$ cat src/rtl/aar_pkg.sv
// ----------------------------------------------------------------------------
// aar_pkg
// Shared types and constants for the accessory authentication response block.
// ----------------------------------------------------------------------------
`default_nettype none

package aar_pkg;

    localparam int AreaBytes  = 16;
    localparam int ShiftBytes = 12;
    localparam int ChalBytes  = 4;
    localparam int ChalBase   = 12;

    localparam logic [7:0] MATCH_CODE = 8'h2c;

    // combine select codes, taken from (byte & 6) >> 1
    localparam logic [1:0] SEL_OR  = 2'd0;
    localparam logic [1:0] SEL_AND = 2'd3;

    // mix select codes, taken from byte15 & 3
    localparam logic [1:0] MIX_XOR_A = 2'd1;
    localparam logic [1:0] MIX_XOR_B = 2'd2;

    typedef logic [AreaBytes-1:0][7:0] area_t;

    typedef struct packed {
        logic [31:0] challenge;
        logic [31:0] type_digits;
        logic [63:0] serial_digits;
    } req_t;

    typedef struct packed {
        logic [63:0] response_high;
        logic [63:0] response_low;
    } resp_t;

endpackage

`default_nettype wire

$ cat src/rtl/aar_mix.sv
// ----------------------------------------------------------------------------
// aar_mix
// Builds the work area from a request, applies the conditional shift and
// folds the challenge in at its offset.
// ----------------------------------------------------------------------------
`default_nettype none

module aar_mix (
    input  wire aar_pkg::req_t  req,
    output aar_pkg::area_t      area
);
    import aar_pkg::*;

    area_t      orig;
    area_t      shifted;
    logic [2:0] off;
    logic       use_xor;
    logic [3:0] rel;

    assign orig = {req.challenge, req.type_digits, req.serial_digits};

    always_comb begin
        shifted = orig;
        for (int k = 0; k < ShiftBytes; k++) begin
            if (orig[k+1][0]) begin
                shifted[k] = {orig[k][6:0], 1'b0};
            end
        end
    end

    // bytes 12..15 are untouched by the shift, so selection reads orig
    assign use_xor = (orig[15][1:0] == MIX_XOR_A) || (orig[15][1:0] == MIX_XOR_B);
    assign off     = use_xor ? orig[13][2:0] : orig[14][2:0];

    always_comb begin
        area = shifted;
        rel  = '0;
        for (int k = 0; k < ShiftBytes; k++) begin
            // distance from offset; wraps high when k is below it
            rel = 4'(k) - {1'b0, off};
            if (rel < 4'(ChalBytes)) begin
                if (use_xor) begin
                    area[k] = shifted[k] ^ orig[ChalBase + int'(rel[1:0])];
                end else begin
                    area[k] = shifted[k] | orig[ChalBase + int'(rel[1:0])];
                end
            end
        end
    end

endmodule

`default_nettype wire

$ cat src/rtl/aar_combine.sv
// ----------------------------------------------------------------------------
// aar_combine
// Combines each work byte with the check byte into the response bytes.
// ----------------------------------------------------------------------------
`default_nettype none

module aar_combine (
    input  wire aar_pkg::area_t area,
    input  wire [7:0]           chk,
    output aar_pkg::resp_t      resp
);
    import aar_pkg::*;

    area_t      r;
    logic [1:0] sel;

    always_comb begin
        r   = '0;
        sel = '0;
        for (int i = 0; i < AreaBytes; i++) begin
            sel = area[AreaBytes-1-i][2:1];
            case (sel)
                SEL_OR:  r[i] = area[i] | chk;
                SEL_AND: r[i] = area[i] & chk;
                default: r[i] = area[i] ^ chk;
            endcase
            if (r[i] == chk) begin
                r[i] = MATCH_CODE;
            end
            if (area[i] == 8'h00) begin
                r[i] = 8'h00;
            end
        end
    end

    assign resp.response_low  = r[7:0];
    assign resp.response_high = r[15:8];

endmodule

`default_nettype wire

$ cat src/rtl/accessory_auth_response.sv
// ----------------------------------------------------------------------------
// accessory_auth_response
// Three-stage pipeline computing the 16-byte accessory authentication
// response from twelve identity bytes and four challenge bytes.
// ----------------------------------------------------------------------------
// Usage:
//   s_valid/s_ready/s_data carry one request beat: serial and type digits
//   plus the four challenge bytes. m_valid/m_ready/m_data carry one
//   response beat per request, in request order.
//   A request beat passes three registered stages: stage one shifts and
//   mixes the work area, stage two forms the check byte, stage three
//   combines bytes into the output register.
//   One beat per cycle while m_ready is high; the combine stage bounds the clock.
//   Each stage has its own valid bit and loads whenever the stage after it
//   is empty or moving, so bubbles close up during a receiver stall.
//   When m_ready stays low the pipeline fills, then s_ready drops; nothing
//   is dropped or duplicated.
//   Synchronous active-low reset clears the valid bits only; the data
//   registers are not reset.
// ----------------------------------------------------------------------------
`default_nettype none

module accessory_auth_response (
    input  wire              aclk,
    input  wire              aresetn,
    input  wire              s_valid,
    output logic             s_ready,
    input  wire aar_pkg::req_t  s_data,
    output logic             m_valid,
    input  wire              m_ready,
    output aar_pkg::resp_t   m_data
);
    import aar_pkg::*;

    logic   v1_reg, v2_reg, v3_reg;
    logic   en1, en2, en3;
    area_t  area1_next, area1_reg;
    area_t  area2_reg;
    logic [7:0] chk_next, chk2_reg;
    resp_t  resp_next, resp3_reg;

    assign en3 = !v3_reg || m_ready;
    assign en2 = !v2_reg || en3;
    assign en1 = !v1_reg || en2;

    assign s_ready = en1;
    assign m_valid = v3_reg;
    assign m_data  = resp3_reg;

    aar_mix u_mix (
        .req  (s_data),
        .area (area1_next)
    );

    always_comb begin
        chk_next = '0;
        for (int i = 0; i < AreaBytes; i++) begin
            chk_next = chk_next ^ area1_reg[i];
        end
    end

    aar_combine u_combine (
        .area (area2_reg),
        .chk  (chk2_reg),
        .resp (resp_next)
    );

    always_ff @(posedge aclk) begin
        if (!aresetn) begin
            v1_reg <= 1'b0;
            v2_reg <= 1'b0;
            v3_reg <= 1'b0;
        end else begin
            if (en1) begin
                v1_reg <= s_valid;
            end
            if (en2) begin
                v2_reg <= v1_reg;
            end
            if (en3) begin
                v3_reg <= v2_reg;
            end
        end
    end

    always_ff @(posedge aclk) begin
        if (en1 && s_valid) begin
            area1_reg <= area1_next;
        end
        if (en2 && v1_reg) begin
            area2_reg <= area1_reg;
            chk2_reg  <= chk_next;
        end
        if (en3 && v2_reg) begin
            resp3_reg <= resp_next;
        end
    end

endmodule

`default_nettype wire

$ cat config.mk
export PLATFORM = sky130hd
export DESIGN_NAME = accessory_auth_response
export DESIGN_NICKNAME = d
export VERILOG_FILES = /design/src/rtl/aar_pkg.sv /design/src/rtl/aar_mix.sv /design/src/rtl/aar_combine.sv /design/src/rtl/accessory_auth_response.sv
export SDC_FILE = /design/constraint.sdc
export NUM_CORES = 1
export LEC_CHECK = 0
export BUFFER_PORTS_ARGS = -buffer_cell sky130_fd_sc_hd__buf_4
export CAP_MARGIN = 20
export CORE_MARGIN = 8
export CORE_UTILIZATION = 30
export CTS_CLUSTER_DIAMETER = 30
export CTS_CLUSTER_SIZE = 30
export DETAILED_ROUTE_END_ITERATION = 6
export PLACE_DENSITY = 0.52
export REMOVE_ABC_BUFFERS = 1
export SETUP_SLACK_MARGIN = 0.5
export SLEW_MARGIN = 25
export SYNTH_ARGS = -nofsm -noshare
export SYNTH_HDL_FRONTEND = slang
export SYNTH_SLANG_ARGS = --single-unit
export TNS_END_PERCENT = 5
$ cat constraint.sdc
create_clock -name aclk -period 12.4 [get_ports aclk]
set_input_delay 1.86 -clock aclk [delete_from_list [all_inputs] [get_ports aclk]]
set_output_delay 1.86 -clock aclk [all_outputs]
set_load 0.005 [all_outputs]
==> impl_metrics.ini, run 1 <==
[layout]
final_cells = 4117
final_nets = 3355
multi_input_area_um2 = 14900
fillers = 8936
layout_common_cells = 392 x edfxtp_1, 383 x ha_1, 284 x buf_4
final_common_cell = edfxtp_1
ff_latch_area_um2 = 11800
drive_gt1_share_pct = 17.2
syn_to_final_growth_pct = 24.8

[run]
drv_cap = 0

[global_route]
grt_util_all_layers_pct = 18.3
grt_pass1_vias = 20000
grt_pass1_wl_um = 139000
grt_overflow = 0
grt_max_degree = 110
antenna_found_initial = 11

[power]
p_per_area_nw_per_um2 = 200
leakage_nw = 13.9
ir_worst_vdd_mv = 0.117

[critical_path]
cpPeakStageDelay_ns = 0.65
crit_cells = 11
startpoint_type = primary input
timing.rr.start = chk2_reg[6]
crit_buf_inv = 2
crit_end = area1_reg[48]
required_ns = 12.75
critPathSlowestCell = ha_1
timing.rr.end = m_data[65]
critPathTopFamily = compound AO/OA/AOI/OAI gates
setup.worst_path.class = in -> reg
reg2reg_depth = 10
crit_chain = buf_4 > xor2_4 > buf_6 > mux2_4 > ha_1 > a22oi_1 > o32ai_1 > a221oi_1 > ha_1 > a211oi_1 > a21oi_1
rrSetupSlack_ns = 8.81
crit_path_frequent_cell = ha_1
end_kind = flop
worstPathArrival_ns = 5.55
crit_fanout = 109
startpoint = s_data[120]

[placement]
place_congestion = 0.882
post-place-cells = 3924
portBuffers = 261
dpl.hpwl_um = 71800
dpl_worst_slack_ns = 6.32

[sta]
maxSlewHeadroom_pct = 32.5
fmaxAchievable_ghz = 0.192
fin_crit_sh_pct = 41.9
report.final.slew_viol_count = 0
timing.hold.ws_ns = 0.469
rsz0062_at_grt = no
fin_worst_skew_ns = 0.0251
fin_tns_setup_ns = 0
min_period_ns = 5.20
hold_violations = 0
tightest_slew_ns = 1.01
fin_ws_ns = 7.20
timing.final.setup_violations = 0

[routing]
drc = 0
dr_total_vias = 20000
wire_per_inst_um = 23.4
drt_iter0_drc = 1603
drt_wl_total_um = 96300
final_antenna_net_count = 0
firstDrtPassIters = 7
routed_via_density = 4.86

[synthesis]
yosys_warnings = 0
synth.avg_cell_area_um2 = 10.9
yosysUniqueCellTypes = 44
syn_area_um2 = 27700
synth_ff_type = edfxtp_1
synthCells = 2539
seq_area_frac_synth_pct = 42.8
ys_ff_latch = 395
synth_edf_count = 392
synthArstFlopShare_pct = 0

[outcome]
status = finished, final reports clean

[min_path]
min_path_cells = 0
hold_class = reg -> reg

[clock_network]
worstSkewPairLatency_ns = 0.64
root_buffer = clkbuf_16
postCtsHoldBufs = 0
cts_sinks = 395
cts_made_buffers = 100
ctsHtreeMaxLevel = 3
clockBufferDepth = 3
path_clk_slew_ns = 0.05
cts_setup_buffers = 0
cts_resized = 0
cts_tree = done

[floorplanning]
rows = 111
coreArea_um2 = 91500
start_util_pct = 30.2
dieWidth_um = 320
die_h_um = 320
die_area_um2 = 102000
io_pins = 262
## layout make-up
cell class | instances | area share (%)
Clock buffer | 114 | 7.52
Sequential cell | 395 | 34.3
Tap cell | 1186 | 4.30
Timing Repair Buffer | 286 | 6.24
Multi-Input combinational cell | 1881 | 43.1
Inverter | 176 | 1.91
Antenna cell | 8 | 0.0580
Clock inverter | 71 | 2.66
## worst min-delay path by stage
stage	from	end	slack [ns]
6_report	area1_reg[112]	area2_reg[112]	0.47
5_1_grt	area1_reg[113]	area2_reg[113]	0.48
2_1_floorplan	area1_reg[56]	area2_reg[56]	0.45
3_5_place_dp	area1_reg[112]	area2_reg[112]	0.46
4_1_cts	area1_reg[99]	area2_reg[99]	0.46
3_3_place_gp	area1_reg[119]	area2_reg[119]	0.45
## through the flow
stage	util, %	power (W)	cell area [um^2]
after floorplan	-	0.00335	27300
after global placement	33.9	0.00420	31000
after detailed placement	33.9	0.00422	31000
after CTS	37.7	0.00697	34500
after global routing	37.7	0.00727	34500
final	37.7	0.00691	34500
## power by group
group          switching [W]  total [W]  internal, W
combinational        0.00142    0.00237     0.000953
sequential          0.000115    0.00182      0.00171
clock               0.000817    0.00272      0.00190
## layer usage
layer | wire length [um] | vias to the layer above | GRT usage, %
met3 | 5710 | 134 | 3.57
met1 | 44400 | 9601 | 24.8
met2 | 43300 | 595 | 28.9
met5 | 40 | - | 0
li1 | - | 9676 | -
met4 | 2920 | 6 | 6.47
## kinds of logic (layout without fill, tap and decap cells)
group | Yosys count | in the layout | share of synthesized area [%]
mux | 166 | 166 | 6.18
simple gates | 715 | 715 | 13.7
flops | 395 | 395 | 42.8
compound gates | 365 | 365 | 8.39
xor+xnor | 252 | 252 | 8.00
fa+ha+maj | 383 | 383 | 17.3
buf+inv | 263 | 647 | 3.68
other cells | 0 | 8 | 0
## synthesized netlist by cell type (61+ instances only)
cell | number | area share [%]
edfxtp_1 | 392 | 43
ha_1 | 383 | 17
xnor2_1 | 243 | 7.7
nand2_1 | 181 | 2.5
inv_1 | 174 | 2.4
nand2b_1 | 140 | 3.2
nor2b_1 | 140 | 3.2
mux2i_1 | 133 | 4.8
a31oi_1 | 131 | 3.0
nor2_1 | 95 | 1.3
and3_1 | 76 | 1.7
nand4_1 | 64 | 1.4
clkbuf_1 | 62 | 0.84
a21oi_1 | 61 | 1.1
Power figures use the tool's default switching activity.
==> inputs of run 2 (changes only) <==
Clock period 12.4 ns to 4.25 ns, I/O delays scaled along.
==> impl_metrics.ini, run 2 (synthesized netlist as in run 1, its figures left out) <==
[global_route]
grt_pass1_wl_um = 140000
grt_max_degree = 129
antenna_found_initial = 10
grt_pass1_vias = 19800
grt_overflow = 0
grt_util_all_layers_pct = 18.5

[clock_network]
cts_sinks = 395
cts_resized = 0
cts_made_buffers = 96
root_buffer = clkbuf_16
worstSkewPairLatency_ns = 0.65
ctsHtreeMaxLevel = 3
cts_setup_buffers = 0
postCtsHoldBufs = 0
cts_tree = done
path_clk_slew_ns = 0.04
clockBufferDepth = 3

[layout]
multi_input_area_um2 = 14900
syn_to_final_growth_pct = 24.5
fillers = 8952
layout_common_cells = 392 x edfxtp_1, 383 x ha_1, 286 x buf_4
final_common_cell = edfxtp_1
fin_util_pct = 37.6
ff_latch_area_um2 = 11800
drive_gt1_share_pct = 17.0
final_nets = 3358

[power]
leakage_nw = 13.8
ir_worst_vdd_mv = 0.368
p_per_area_nw_per_um2 = 577

[critical_path]
cpPeakStageDelay_ns = 0.50
critPathSlowestCell = ha_1
critPathTopFamily = adder cells
crit_chain = buf_4 > xor2_4 > mux2_4 > ha_1 > buf_4 > nor2_1 > a21oi_1 > ha_1 > a211oi_1 > a21oi_1
crit_fanout = 20
setup.worst_path.class = in -> reg
startpoint_type = primary input
crit_cells = 10
required_ns = 4.61
reg2reg_depth = 8
worstPathArrival_ns = 3.54
crit_buf_inv = 2
end_kind = flop

[sta]
timing.hold.ws_ns = 0.224
fin_worst_skew_ns = 0.0265
fmaxAchievable_ghz = 0.315
report.final.slew_viol_count = 0
hold_violations = 0
tightest_slew_ns = 0.996
rsz0062_at_grt = no
fin_crit_sh_pct = 74.7
maxSlewHeadroom_pct = 33.4
timing.final.setup_violations = 0
min_period_ns = 3.17

[routing]
wire_per_inst_um = 23.8
drt_wl_total_um = 98000
drc = 0
routed_via_density = 4.90
drt_iter0_drc = 1571
final_antenna_net_count = 0
firstDrtPassIters = 5
dr_total_vias = 20200

[placement]
place_congestion = 0.872
portBuffers = 261
dpl.hpwl_um = 72600

[floorplanning]
die_h_um = 320
start_util_pct = 30.2
io_pins = 262
dieWidth_um = 320
coreArea_um2 = 91500
rows = 111
die_area_um2 = 102000

[min_path]
min_path_cells = 2
hold_class = in -> reg

[run]
drv_cap = 0

[outcome]
status = finished, final reports clean
[run 2: changes by cell type in the layout (fill, tap and decap cells not counted), moves of 2 or more]
cell       change
bufinv_16      -4
clkinv_2       -2
clkbuf_1       -3
buf_6          -2
buf_12         +7
inv_6          -4
clkbuf_16      -3
buf_4          +2
clkinv_1       +7
[run 2: routing by layer]
layer  part of all wire [%]  global-route usage, %
met3                    6.2                   3.78
met5                  0.033                      0
met4                    3.7                   7.29
met2                     44                   29.0
met1                     46                   25.1
[run 2: final timing paths]
| check | slack [ns] | to | from |
|---|---|---|---|
| hold / removal | 0.22 | m_valid | aresetn |
| hold reg to reg | 0.47 | area2_reg[99] | area1_reg[99] |
| setup reg to reg | 1.29 | m_data[65] | chk2_reg[2] |
| setup / recovery | 1.08 | area1_reg[65] | s_data[120] |
[run 2: worst register-to-register path, stage by stage, from the launching register on]
cell	delay [ns]
edfxtp_1	0.35
buf_4	0.64
ha_1	0.33
nand2_1	0.05
a31oi_1	0.47
xnor2_1	0.18
nand4_1	0.15
or2_2	0.34
and3_1	0.19
[run 2: per-stage QoR]
| step | TNS [ns] | cells | setup slack, ns | cell area (um^2) | power, W |
|---|---|---|---|---|---|
| 6_report | 0 | 4115 | 1.08 | 34500 | 0.0199 |
| 5_1_grt | 0 | 4109 | 0.960 | 34400 | 0.0209 |
| 3_3_place_gp | 0 | 3931 | 0.553 | 31100 | 0.0123 |
| 3_5_place_dp | 0 | 3931 | 0.495 | 31100 | 0.0124 |
| 4_1_cts | 0 | 4108 | 1.18 | 34400 | 0.0200 |
| 2_1_floorplan | -1922.51 | 2452 | -7.14 | 27300 | 0.00978 |
[run 2: area by class of cell]
class / instances / area share (%)
Clock inverter: 69 / 2.30
Sequential cell: 395 / 34.3
Timing Repair Buffer: 293 / 6.64
Inverter: 176 / 1.92
Tap cell: 1186 / 4.31
Multi-Input combinational cell: 1881 / 43.2
Antenna cell: 7 / 0.0508
Clock buffer: 108 / 7.29
[run 2: report_power, final]
group / switching, W / leakage, nW / internal, W
Clock: 0.00236 / 1.59 / 0.00517
Sequential: 0.000350 / 3.73 / 0.00498
Combinational: 0.00419 / 8.51 / 0.00281
Total: 0.00690 / 13.8 / 0.0130
==> inputs of run 3 (changes only) <==
Settings changed: PLACE_DENSITY 0.52 to 0.5.
Clock period 4.25 ns to 3.04 ns, I/O delays scaled along.
==> impl_metrics.ini, run 3 (synthesized netlist as in run 1, its figures left out) <==
[floorplanning]
coreArea_um2 = 91500
die_h_um = 320
rows = 111
io_pins = 262
dieWidth_um = 320
start_util_pct = 30.2
die_area_um2 = 102000

[routing]
final_antenna_net_count = 0
routed_via_density = 4.97
drc = 0
drt_iter0_drc = 1656
dr_total_vias = 21100
drt_wl_total_um = 104000
wire_per_inst_um = 24.5
firstDrtPassIters = 5

[global_route]
grt_pass1_wl_um = 147000
grt_pass1_vias = 21300
grt_overflow = 0
grt_util_all_layers_pct = 19.5
antenna_found_initial = 5
grt_max_degree = 99

[clock_network]
root_buffer = clkbuf_16
clockBufferDepth = 3
cts_tree = done
ctsHtreeMaxLevel = 3
worstSkewPairLatency_ns = 0.66
cts_made_buffers = 103
cts_sinks = 395
path_clk_slew_ns = 0.05

[placement]
dpl.hpwl_um = 79400
placed_cell_area_um2 = 31800
portBuffers = 261
place_congestion = 0.898
post-place-cells = 4007

[layout]
drive_gt1_share_pct = 26.4
layout_common_cells = 392 x edfxtp_1, 369 x buf_4, 367 x ha_1
final_nets = 3476
syn_to_final_growth_pct = 34.1
fin_area_um2 = 37100
final_cells = 4236
fillers = 8721
final_common_cell = edfxtp_1

[critical_path]
setup.worst_path.class = reg -> reg
startpoint_type = flop
critPathSlowestCell = edfxtp_1
end_kind = flop
crit_chain = inv_2 > ha_2 > nor2b_1 > a31oi_1 > buf_4 > xnor2_1 > nand4_1 > or2_2 > and3_1
required_ns = 3.44
crit_fanout = 9
worstPathArrival_ns = 2.94
cpPeakStageDelay_ns = 0.43

[sta]
report.final.slew_viol_count = 0
rsz0062_at_grt = yes
tightest_slew_ns = 1.02
timing.final.setup_violations = 0
fmaxAchievable_ghz = 0.392
fin_crit_sh_pct = 83.8
min_period_ns = 2.55
maxSlewHeadroom_pct = 31.7
fin_tns_setup_ns = 0
fin_worst_skew_ns = 0.0259
hold_violations = 0

[power]
ir_worst_vdd_mv = 0.562
leakage_nw = 14.6
p_per_area_nw_per_um2 = 815

[min_path]
hold_class = in -> reg

[run]
drv_cap = 0

[outcome]
status = finished, final reports clean
==> run 3: cell count changes in the layout (fill, tap and decap cells not counted), sizes merged, moves of 5 or more <==
cell	before	now
buf	293	402
clkbuf	108	114
clkinv	38	46
clkinvlp	8	28
diode	7	2
inv	183	167
==> run 3: final timing paths <==
check	startpoint	to	slack [ns]	depth (start not counted)
worst max register to register	area2_reg[57]	m_data[71]	0.49	9
worst min register to register	area1_reg[112]	area2_reg[112]	0.47	0
worst max-delay path	area2_reg[57]	m_data[71]	0.49	9
worst min-delay path	s_data[116]	area1_reg[116]	0.06	1
==> run 3: timing repair <==
action                                 in CTS  in global routing
endpoints found under the hold margin       1                  0
pin swaps                                   0                 17
setup endpoints to repair                  87                 95
buffers inserted                           11                 22
hold buffers                                1                  0
cloned                                      0                  1
gates resized for setup                    87                163
==> run 3: critical path: cells and delay by family (launching register included) <==
| kind | cells | cell delay, ns |
|---|---|---|
| fa+ha+maj | 1 | 0.36 |
| flops | 1 | 0.43 |
| compound gates | 1 | 0.22 |
| xor+xnor | 1 | 0.11 |
| simple gates | 4 | 0.84 |
| buf+inv | 2 | 0.33 |
==> run 3: power by group <==
group	leakage, nW	internal, W	switching (W)	total (W)
sequential	3.73	0.00697	0.000550	0.00752
clock	1.69	0.00747	0.00350	0.0110
combinational	9.19	0.00515	0.00660	0.0117
total	14.6	0.0196	0.0107	0.0302
==> run 3: area by class of cell <==
class / count / area (um^2) / area share [%]
multi-input cells: 1881 / 16100 / 43.5
flip-flops and latches: 395 / 11800 / 31.9
repair buffers: 404 / 3390 / 9.15
clock buffers: 113 / 2660 / 7.17
well taps: 1186 / 1480 / 4.00
clock inverters: 79 / 872 / 2.35
inverters: 176 / 718 / 1.94
diodes: 2 / 5.00 / 0.0135
==> run 3: routing by layer <==
metal	share of wire, %	GRT usage (%)	vias to the layer above
met2	46	31.4	641
met1	45	26.1	10300
met5	0	0	-
met3	5.5	3.27	174
li1	-	-	9940
met4	3.5	7.47	0
==> run 3: through the flow <==
step	setup slack, ns	power (W)	utilization [%]	hold WS (ns)
after floorplan	-8.17	0.0137	-	0.447
after global placement	-0.0630	0.0181	34.8	0.453
after detailed placement	-0.0617	0.0183	34.8	0.457
after CTS	0.462	0.0297	39.3	0.0102
after global routing	0.415	0.0317	40.5	0.0179
final	0.492	0.0302	40.5	0.0560
